===== src/hdl/ttps_pkg.sv =====
// shared types, constants and score helpers for the transposition table probe/store block
`timescale 1ns / 1ps

package ttps_pkg;

    // table geometry
    localparam int TABLE_ENTRIES = 65536;
    localparam int IDX_W         = $clog2(TABLE_ENTRIES);
    localparam int MOVE_BITS     = 16;

    // field widths fixed by the interface
    localparam int KEY_W   = 64;
    localparam int DEPTH_W = 7;
    localparam int SCORE_W = 21;
    localparam int BOUND_W = 2;
    localparam int MOVEIO_W = 16;
    localparam int PLY_W   = 7;

    // request kinds
    localparam logic REQ_STORE = 1'b0;
    localparam logic REQ_PROBE = 1'b1;

    // bound kinds
    localparam logic [BOUND_W-1:0] BOUND_EXACT = 2'd0;
    localparam logic [BOUND_W-1:0] BOUND_UPPER = 2'd1;
    localparam logic [BOUND_W-1:0] BOUND_LOWER = 2'd2;

    // mate window and score saturation
    localparam int MATE      = 100000;
    localparam int MATE_ZONE = 1000;
    localparam int SAT_LIM   = 1 << 20;
    localparam logic signed [SCORE_W:0] MATE_EDGE = (SCORE_W + 1)'(MATE - MATE_ZONE);
    localparam logic signed [SCORE_W:0] S21_MAX   = (SCORE_W + 1)'(SAT_LIM - 1);
    localparam logic signed [SCORE_W:0] S21_MIN   = (SCORE_W + 1)'(-SAT_LIM);

    // one table slot
    typedef struct packed {
        logic                       valid;
        logic [KEY_W-1:0]           key;
        logic [DEPTH_W-1:0]         depth;
        logic signed [SCORE_W-1:0]  score;
        logic [BOUND_W-1:0]         bound;
        logic [MOVE_BITS-1:0]       move;
    } t_entry;

    // one request beat, unpacked
    typedef struct packed {
        logic                       probe;
        logic [KEY_W-1:0]           key;
        logic [DEPTH_W-1:0]         depth;
        logic signed [SCORE_W-1:0]  score;
        logic [BOUND_W-1:0]         bound;
        logic [MOVEIO_W-1:0]        move;
        logic signed [SCORE_W-1:0]  alpha;
        logic signed [SCORE_W-1:0]  beta;
        logic [PLY_W-1:0]           ply;
    } t_req;

    // one result beat, unpacked
    typedef struct packed {
        logic                       key_matched;
        logic                       cutoff;
        logic signed [SCORE_W-1:0]  score;
        logic [MOVEIO_W-1:0]        move;
    } t_result;

    // controller to datapath
    typedef struct packed {
        logic             accept;
        logic             eval;
        logic             clear_wr;
        logic [IDX_W-1:0] clear_addr;
    } t_cmd;

    // datapath to controller
    typedef struct packed {
        logic req_probe;
        logic out_free;
    } t_sts;

    // push mate scores outward by ply (push=1) or pull them back (push=0), saturating
    function automatic logic signed [SCORE_W-1:0] mate_shift(
        input logic signed [SCORE_W-1:0] score,
        input logic [PLY_W-1:0]          ply,
        input logic                      push
    );
        logic signed [SCORE_W:0] s_w;
        logic signed [SCORE_W:0] p_w;
        logic signed [SCORE_W:0] r_w;
        s_w = {score[SCORE_W-1], score};
        p_w = signed'({{(SCORE_W + 1 - PLY_W){1'b0}}, ply});
        if (s_w > MATE_EDGE) begin
            r_w = push ? s_w + p_w : s_w - p_w;
        end else if (s_w < -MATE_EDGE) begin
            r_w = push ? s_w - p_w : s_w + p_w;
        end else begin
            r_w = s_w;
        end
        if (r_w > S21_MAX) begin
            r_w = S21_MAX;
        end else if (r_w < S21_MIN) begin
            r_w = S21_MIN;
        end
        return r_w[SCORE_W-1:0];
    endfunction

    // move as kept in the table
    function automatic logic [MOVE_BITS-1:0] move_keep(input logic [MOVEIO_W-1:0] m);
        logic [31:0] w;
        w = 32'(m);
        return w[MOVE_BITS-1:0];
    endfunction

    // move as returned on the port
    function automatic logic [MOVEIO_W-1:0] move_give(input logic [MOVE_BITS-1:0] m);
        logic [31:0] w;
        w = 32'(m);
        return w[MOVEIO_W-1:0];
    endfunction

endpackage


===== src/hdl/ttps_ctrl.sv =====
// sequencer: clearing pass after reset, request accept and evaluate steps
`timescale 1ns / 1ps

module ttps_ctrl
    import ttps_pkg::*;
(
    input  logic i_clk,
    input  logic i_rst_n,
    input  logic i_s_valid,
    output logic o_s_ready,
    input  t_sts i_sts,
    output t_cmd o_cmd
);

    typedef enum logic [2:0] {
        ST_CLEAR = 3'b001,
        ST_IDLE  = 3'b010,
        ST_EVAL  = 3'b100
    } t_state;

    t_state           r_state;
    t_state           n_state;
    logic [IDX_W-1:0] r_clr_cnt;
    logic [IDX_W-1:0] n_clr_cnt;

    always_comb begin
        n_state          = r_state;
        n_clr_cnt        = r_clr_cnt;
        o_s_ready        = 1'b0;
        o_cmd.accept     = 1'b0;
        o_cmd.eval       = 1'b0;
        o_cmd.clear_wr   = 1'b0;
        o_cmd.clear_addr = r_clr_cnt;
        case (r_state)
            ST_CLEAR: begin
                o_cmd.clear_wr = 1'b1;
                n_clr_cnt      = r_clr_cnt + 1'b1;
                if (&r_clr_cnt) begin
                    n_state = ST_IDLE;
                end
            end
            ST_IDLE: begin
                o_s_ready = 1'b1;
                if (i_s_valid) begin
                    o_cmd.accept = 1'b1;
                    n_state      = ST_EVAL;
                end
            end
            ST_EVAL: begin
                // a probe waits here while the result register is still held
                if (!i_sts.req_probe || i_sts.out_free) begin
                    o_cmd.eval = 1'b1;
                    n_state    = ST_IDLE;
                end
            end
            default: begin
                n_state = ST_CLEAR;
            end
        endcase
    end

    always_ff @(posedge i_clk) begin
        if (!i_rst_n) begin
            r_state   <= ST_CLEAR;
            r_clr_cnt <= '0;
        end else begin
            r_state   <= n_state;
            r_clr_cnt <= n_clr_cnt;
        end
    end

endmodule


===== config.mk =====
export PLATFORM = sky130hd
export DESIGN_NAME = ttps_ctrl
export DESIGN_NICKNAME = d
export VERILOG_FILES = /design/src/hdl/ttps_pkg.sv /design/src/hdl/ttps_ctrl.sv
export SDC_FILE = /design/constraint.sdc
export NUM_CORES = 1
export LEC_CHECK = 0
export BUFFER_PORTS_ARGS = -buffer_cell sky130_fd_sc_hd__buf_2
export CORE_MARGIN = 5
export CORE_UTILIZATION = 45
export DETAILED_ROUTE_END_ITERATION = 10
export PLACE_DENSITY = 0.7
export SETUP_SLACK_MARGIN = 0.02
export SLEW_MARGIN = 10
export SYNTH_ARGS = -nofsm -noshare
export SYNTH_HDL_FRONTEND = slang
export SYNTH_SLANG_ARGS = --single-unit
export TNS_END_PERCENT = 100

===== constraint.sdc =====
create_clock -name i_clk -period 1.2 [get_ports i_clk]
set_input_delay 0.18 -clock i_clk [delete_from_list [all_inputs] [get_ports i_clk]]
set_output_delay 0.18 -clock i_clk [all_outputs]
set_load 0.05 [all_outputs]

==> results of run 1 <==
==> per-stage QoR <==
| stage | worst slack, ns | cell area (sq um) | TNS, ns | total power, mW | instances |
|---|---|---|---|---|---|
| global placement | -0.124 | 1370 | -1.14 | 1.02 | 180 |
| global route | -0.356 | 1820 | -5.67 | 1.59 | 200 |
| CTS | -0.267 | 1670 | -2.42 | 1.44 | 192 |
| floorplan | -0.194 | 1090 | -1.84 | 0.922 | 112 |
| finish | -0.315 | 1820 | -4.62 | 1.55 | 200 |
| detailed placement | -0.135 | 1370 | -1.43 | 1.03 | 180 |
==> per-layer routing <==
| layer | GRT usage (%) | wire length (um) | vias to the layer above |
|---|---|---|---|
| met4 | 7.99 | 204 | 0 |
| met1 | 23.7 | 1550 | 560 |
| met2 | 38.7 | 2160 | 66 |
| met5 | 0 | 0 | - |
| met3 | 3.02 | 240 | 28 |
| li1 | - | - | 507 |
==> sequential cells by signal, indices dropped and copies added, names as in the netlist <==
| register | cells |
|---|---|
| r_clr_cnt | 16 |
| r_state | 3 |
==> worst max-delay path, stage by stage, from the launching register on <==
cell	delay, ns
dfxtp_2	0.39
or3b_4	0.43
inv_8	0.07
buf_8	0.13
==> worst paths after layout <==
check	start	end	slack [ns]	cells past startpoint
setup / recovery	r_state[0]	o_cmd[16]	-0.32	3
hold / removal	i_s_valid	r_state[1]	0.25	3
setup reg to reg	r_state[0]	r_state[1]	-0.30	6
hold reg to reg	r_clr_cnt[15]	r_clr_cnt[15]	0.49	2
==> cell usage in the layout (no fill, tap or decap), types with 2 or more instances in the layout <==
cell type | netlist | layout
a21oi_1 | 2 | 2
buf_2 | 3 | 10
buf_4 | 0 | 27
buf_6 | 0 | 17
buf_8 | 0 | 7
clkbuf_4 | 0 | 4
dfxtp_2 | 0 | 7
dfxtp_4 | 0 | 12
inv_1 | 6 | 4
inv_2 | 1 | 2
mux2i_1 | 3 | 3
nand2_1 | 11 | 9
nand2b_1 | 4 | 4
nand3_1 | 4 | 2
nand4_1 | 4 | 4
nand4b_1 | 2 | 2
nor2_1 | 16 | 13
nor2_4 | 0 | 3
nor3_1 | 6 | 2
nor3_4 | 0 | 4
nor4_4 | 0 | 5
xnor2_1 | 10 | 9
xor2_1 | 3 | 2
==> cells by family (layout without fill, tap and decap cells) <==
logic type      Yosys count  after routing  share of synthesized area, %
compound gates            6              6                          4.78
xor+xnor                 13             13                          12.1
fa+ha+maj                 1              1                          1.33
buf+inv                  12             73                          5.18
flops                    19             19                          40.4
mux                       3              3                          3.19
simple gates             58             58                          33.1
==> cell type report <==
class	instances	area (sq um)	share of cell area, %
multi-input combinational	81	732	40.3
timing repair buffer	62	557	30.6
sequential	19	434	23.9
inverter	7	33.8	1.86
tap	27	33.8	1.86
clock buffer	4	26.3	1.45
==> power breakdown <==
part | switching (mW) | leakage (nW) | internal [mW]
combinational | 0.279 | 0.705 | 0.236
sequential | 0.0389 | 0.165 | 0.646
clock | 0.218 | 0.0150 | 0.130
==> timing repair <==
action | CTS | global route
buffers inserted | 8 | 8
endpoints found under the hold margin | 0 | 0
pin swaps | 23 | 16
gates resized for setup | 53 | 22
endpoints found under the setup margin | 30 | 31
==> reports/results.ini, run 1 <==
[run]
maxCapViolations=0

[floorplan]
dieArea_sq_um=3110
die_y_um=55.8
ios=25
die_x_um=55.8
core_sq_um=1980
row_count=16
start_util_pct=47.5

[timing]
post-route-period-util_pct=126
maxSlewViolCount=0
worst_pin_slew_ns=0.445
hold_viol=0
finalWorstSetupSlack_ns=-0.315
clock.fmax_mhz=660
min_period_ns=1.52
finClkSkew_ns=0.00144
rsz0062_at_grt=yes
setup-violations-final=23
hold_slack_ns=0.253
slew_headroom_pct=70.3

[yosys]
synthArstFlopShare_pct=0
syn-cell-area_sq_um=942
synth_area_per_cell_sq_um=8.41
ys.flop_type=dfxtp_1
synth_edf_count=0
ys_warn_count=0
synth-seq-cells=19
synthTopCellsByCount=dfxtp_1, nor2_1, nand2_1, xnor2_1
ys_top_cells_by_area=dfxtp_1, xnor2_1, nor2_1
synth.net_count=118
yosysMostFrequentCell=dfxtp_1
synthCells=112
ys_seq_area_share_pct=40.4
synthDominantCellAreaShare_pct=40.4
ys_types=29
synth_top_area_cell=dfxtp_1

[clock_tree]
clk_path_buf_depth=2
htreeDepth=1
clock_latency_ns=0.30
clock_sinks=19
clkTransAtPathRegs_ns=0.12
cts_made_buffers=3
postCtsHoldBufs=0
cts_tree=done
cts_root_buffer=clkbuf_4

[global_route]
grt_max_degree=15
grt_pass1_wl_um=5050
grt_pass1_vias=1063
grtUsageTotal_pct=20.8
grt_antenna_before_repair=0
grt_remaining_overflow=0

[layout]
synthToLayoutAreaGrowth_pct=92.8
fill_cells=84
nNetsFinal=180
drive_gt1_share_pct=64.2
post-route-util_pct=91.7
antenna_cells=0

[outcome]
violations=setup timing
status=finished, violations left

[place]
dpl.hpwl_um=1700
io_buffers=24
place.gp.congestion=0.781

[power]
p_leak_nw=0.885
peakVddDrop_v=0.000796
power.density_nw_per_um2=852

[drt]
drc_errors=0
vias=1161
ant_nets=0
drt_iter0_markers=44
totalWireLength_um=4150
viasPerCell=5.81
drt_pass1_iterations=4
wl_per_cell_um=20.8

[setup_path]
required_ns=1.02
end_kind=primary output
crit_fanout=3
path_class=reg2out
startpoint_type=flop
critPathArrivalTime_ns=1.34

[min_path]
min_path_type=in2reg

No activity file was read; power rests on OpenSTA's default activity.
==> inputs of run 2 (changes only) <==
==> constraint.sdc (replaced) <==
create_clock -name i_clk -period 1.2 [get_ports i_clk]
set_input_delay 0 -clock i_clk [delete_from_list [all_inputs] [get_ports i_clk]]
set_output_delay 0 -clock i_clk [all_outputs]
set_load 0.05 [all_outputs]
==> reports/results.ini, run 2 (synthesis results as in run 1) <==
[clock_tree]
clock_sinks=19
clkTransAtPathRegs_ns=0.11
htreeDepth=1
clk_path_buf_depth=2
clock_latency_ns=0.30
cts_made_buffers=3
postCtsHoldBufs=0
cts_root_buffer=clkbuf_4
cts_tree=done

[timing]
slew_headroom_pct=67.3
worst_pin_slew_ns=0.489
post-route-period-util_pct=119
min_period_ns=1.42
clock.fmax_mhz=703
rsz0062_at_grt=yes
hold_viol=0
finalWorstSetupSlack_ns=-0.222
maxSlewViolCount=0
finClkSkew_ns=0.00307
hold_slack_ns=0.0376
setup-violations-final=22

[layout]
final_common_cell=buf_4
drive_gt1_share_pct=62.1
synthToLayoutAreaGrowth_pct=77.8
largest_reg_flops=16
antenna_cells=0
nNetsFinal=176
final_cell_mix=buf_4, buf_2, nor2_1
largest-register=r_clr_cnt
finalInstanceArea_sq_um=1680
reg_top3=r_clr_cnt: 16 flops, r_state: 3 flops

[setup_path]
cp-startpoint=r_clr_cnt[6]
startpoint_type=flop
reg2reg_setup_slack_ns=-0.22
end_kind=flop
worstRegToRegCells=4
path_class=reg2reg
required_ns=1.42
r2r_start=r_clr_cnt[6]
r2r-end=r_clr_cnt[12]
crit_fanout=4
critPathArrivalTime_ns=1.64

[global_route]
grt_antenna_before_repair=0
grtUsageTotal_pct=19.3
grt_max_degree=15
grt_pass1_wl_um=4870
grt_pass1_vias=1011
grt_remaining_overflow=0

[drt]
drt_iter0_markers=43
drc_errors=0
totalWireLength_um=3470
vias=1089
ant_nets=0
drt_pass1_iterations=4
wl_per_cell_um=17.7
viasPerCell=5.56

[run]
maxCapViolations=0

[outcome]
violations=setup timing
status=finished, violations left

[min_path]
hold_depth=3
min-delay-start=i_rst_n
min_path_type=in2reg
holdPathEnd=r_clr_cnt[15]

[floorplan]
ios=25
die_y_um=55.8
die_x_um=55.8
dieArea_sq_um=3110
row_count=16
core_sq_um=1980
start_util_pct=47.5

[power]
p_leak_nw=0.837
power.density_nw_per_um2=877
peakVddDrop_v=0.000696

[place]
place.gp.congestion=0.802
dpl.hpwl_um=1690
dpl-instance-area_sq_um=1330
io_buffers=24

-- run 2: worst max-delay path by stage --
stage	cells past startpoint	endpoint	slack, ns
floorplan	5	r_clr_cnt[14]	-0.19
global placement	4	r_clr_cnt[15]	-0.15
detailed placement	4	r_clr_cnt[15]	-0.20
CTS	4	o_cmd[16]	-0.18
global route	4	r_clr_cnt[12]	-0.29
finish	4	r_clr_cnt[12]	-0.22
-- run 2: worst max-delay path, cell delays in order (launching register included) --
cell and delay [ns]:
dfxtp_4 0.37, nand4_4 0.13, or2_4 0.32, nor4_4 0.27, mux2i_1 0.25
-- run 2: stage by stage --
step                      worst slack [ns]  setup TNS, ns  power, mW  util (%)  cells
after floorplan                     -0.194          -1.83      0.920         -    112
after global placement              -0.152          -1.07       1.01      67.2    177
after detailed placement            -0.198          -1.46       1.01      67.2    177
after CTS                           -0.177          -1.51       1.40      79.7    189
after global routing                -0.289          -4.31       1.52      84.5    196
final                               -0.222          -3.04       1.47      84.5    196
-- run 2: what timing repair did --
action                     in CTS  in global routing
gates resized for setup        34                 12
setup endpoints to repair      22                 23
pin swaps                      15                 16
setup buffers                   8                  7
-- run 2: area by class of cell --
| class | instances | area (sq um) |
|---|---|---|
| fillers | 99 | 307 |
| flip-flops and latches | 19 | 432 |
| repair buffers | 58 | 449 |
| clock buffers | 4 | 26.3 |
| multi-input cells | 81 | 701 |
| well taps | 27 | 33.8 |
| inverters | 7 | 33.8 |
-- run 2: layer usage --
metal	vias to the layer above	global-route usage, %	part of all wire [%]
met2	48	34.6	49
met3	13	2.55	7.8
met5	-	0	0
li1	501	-	-
met4	0	4.51	2.8
met1	527	24.3	40
-- run 2: power breakdown --
part | internal (mW) | switching (mW)
clock | 0.129 | 0.202
combinational | 0.190 | 0.259
sequential | 0.648 | 0.0411
total | 0.968 | 0.502
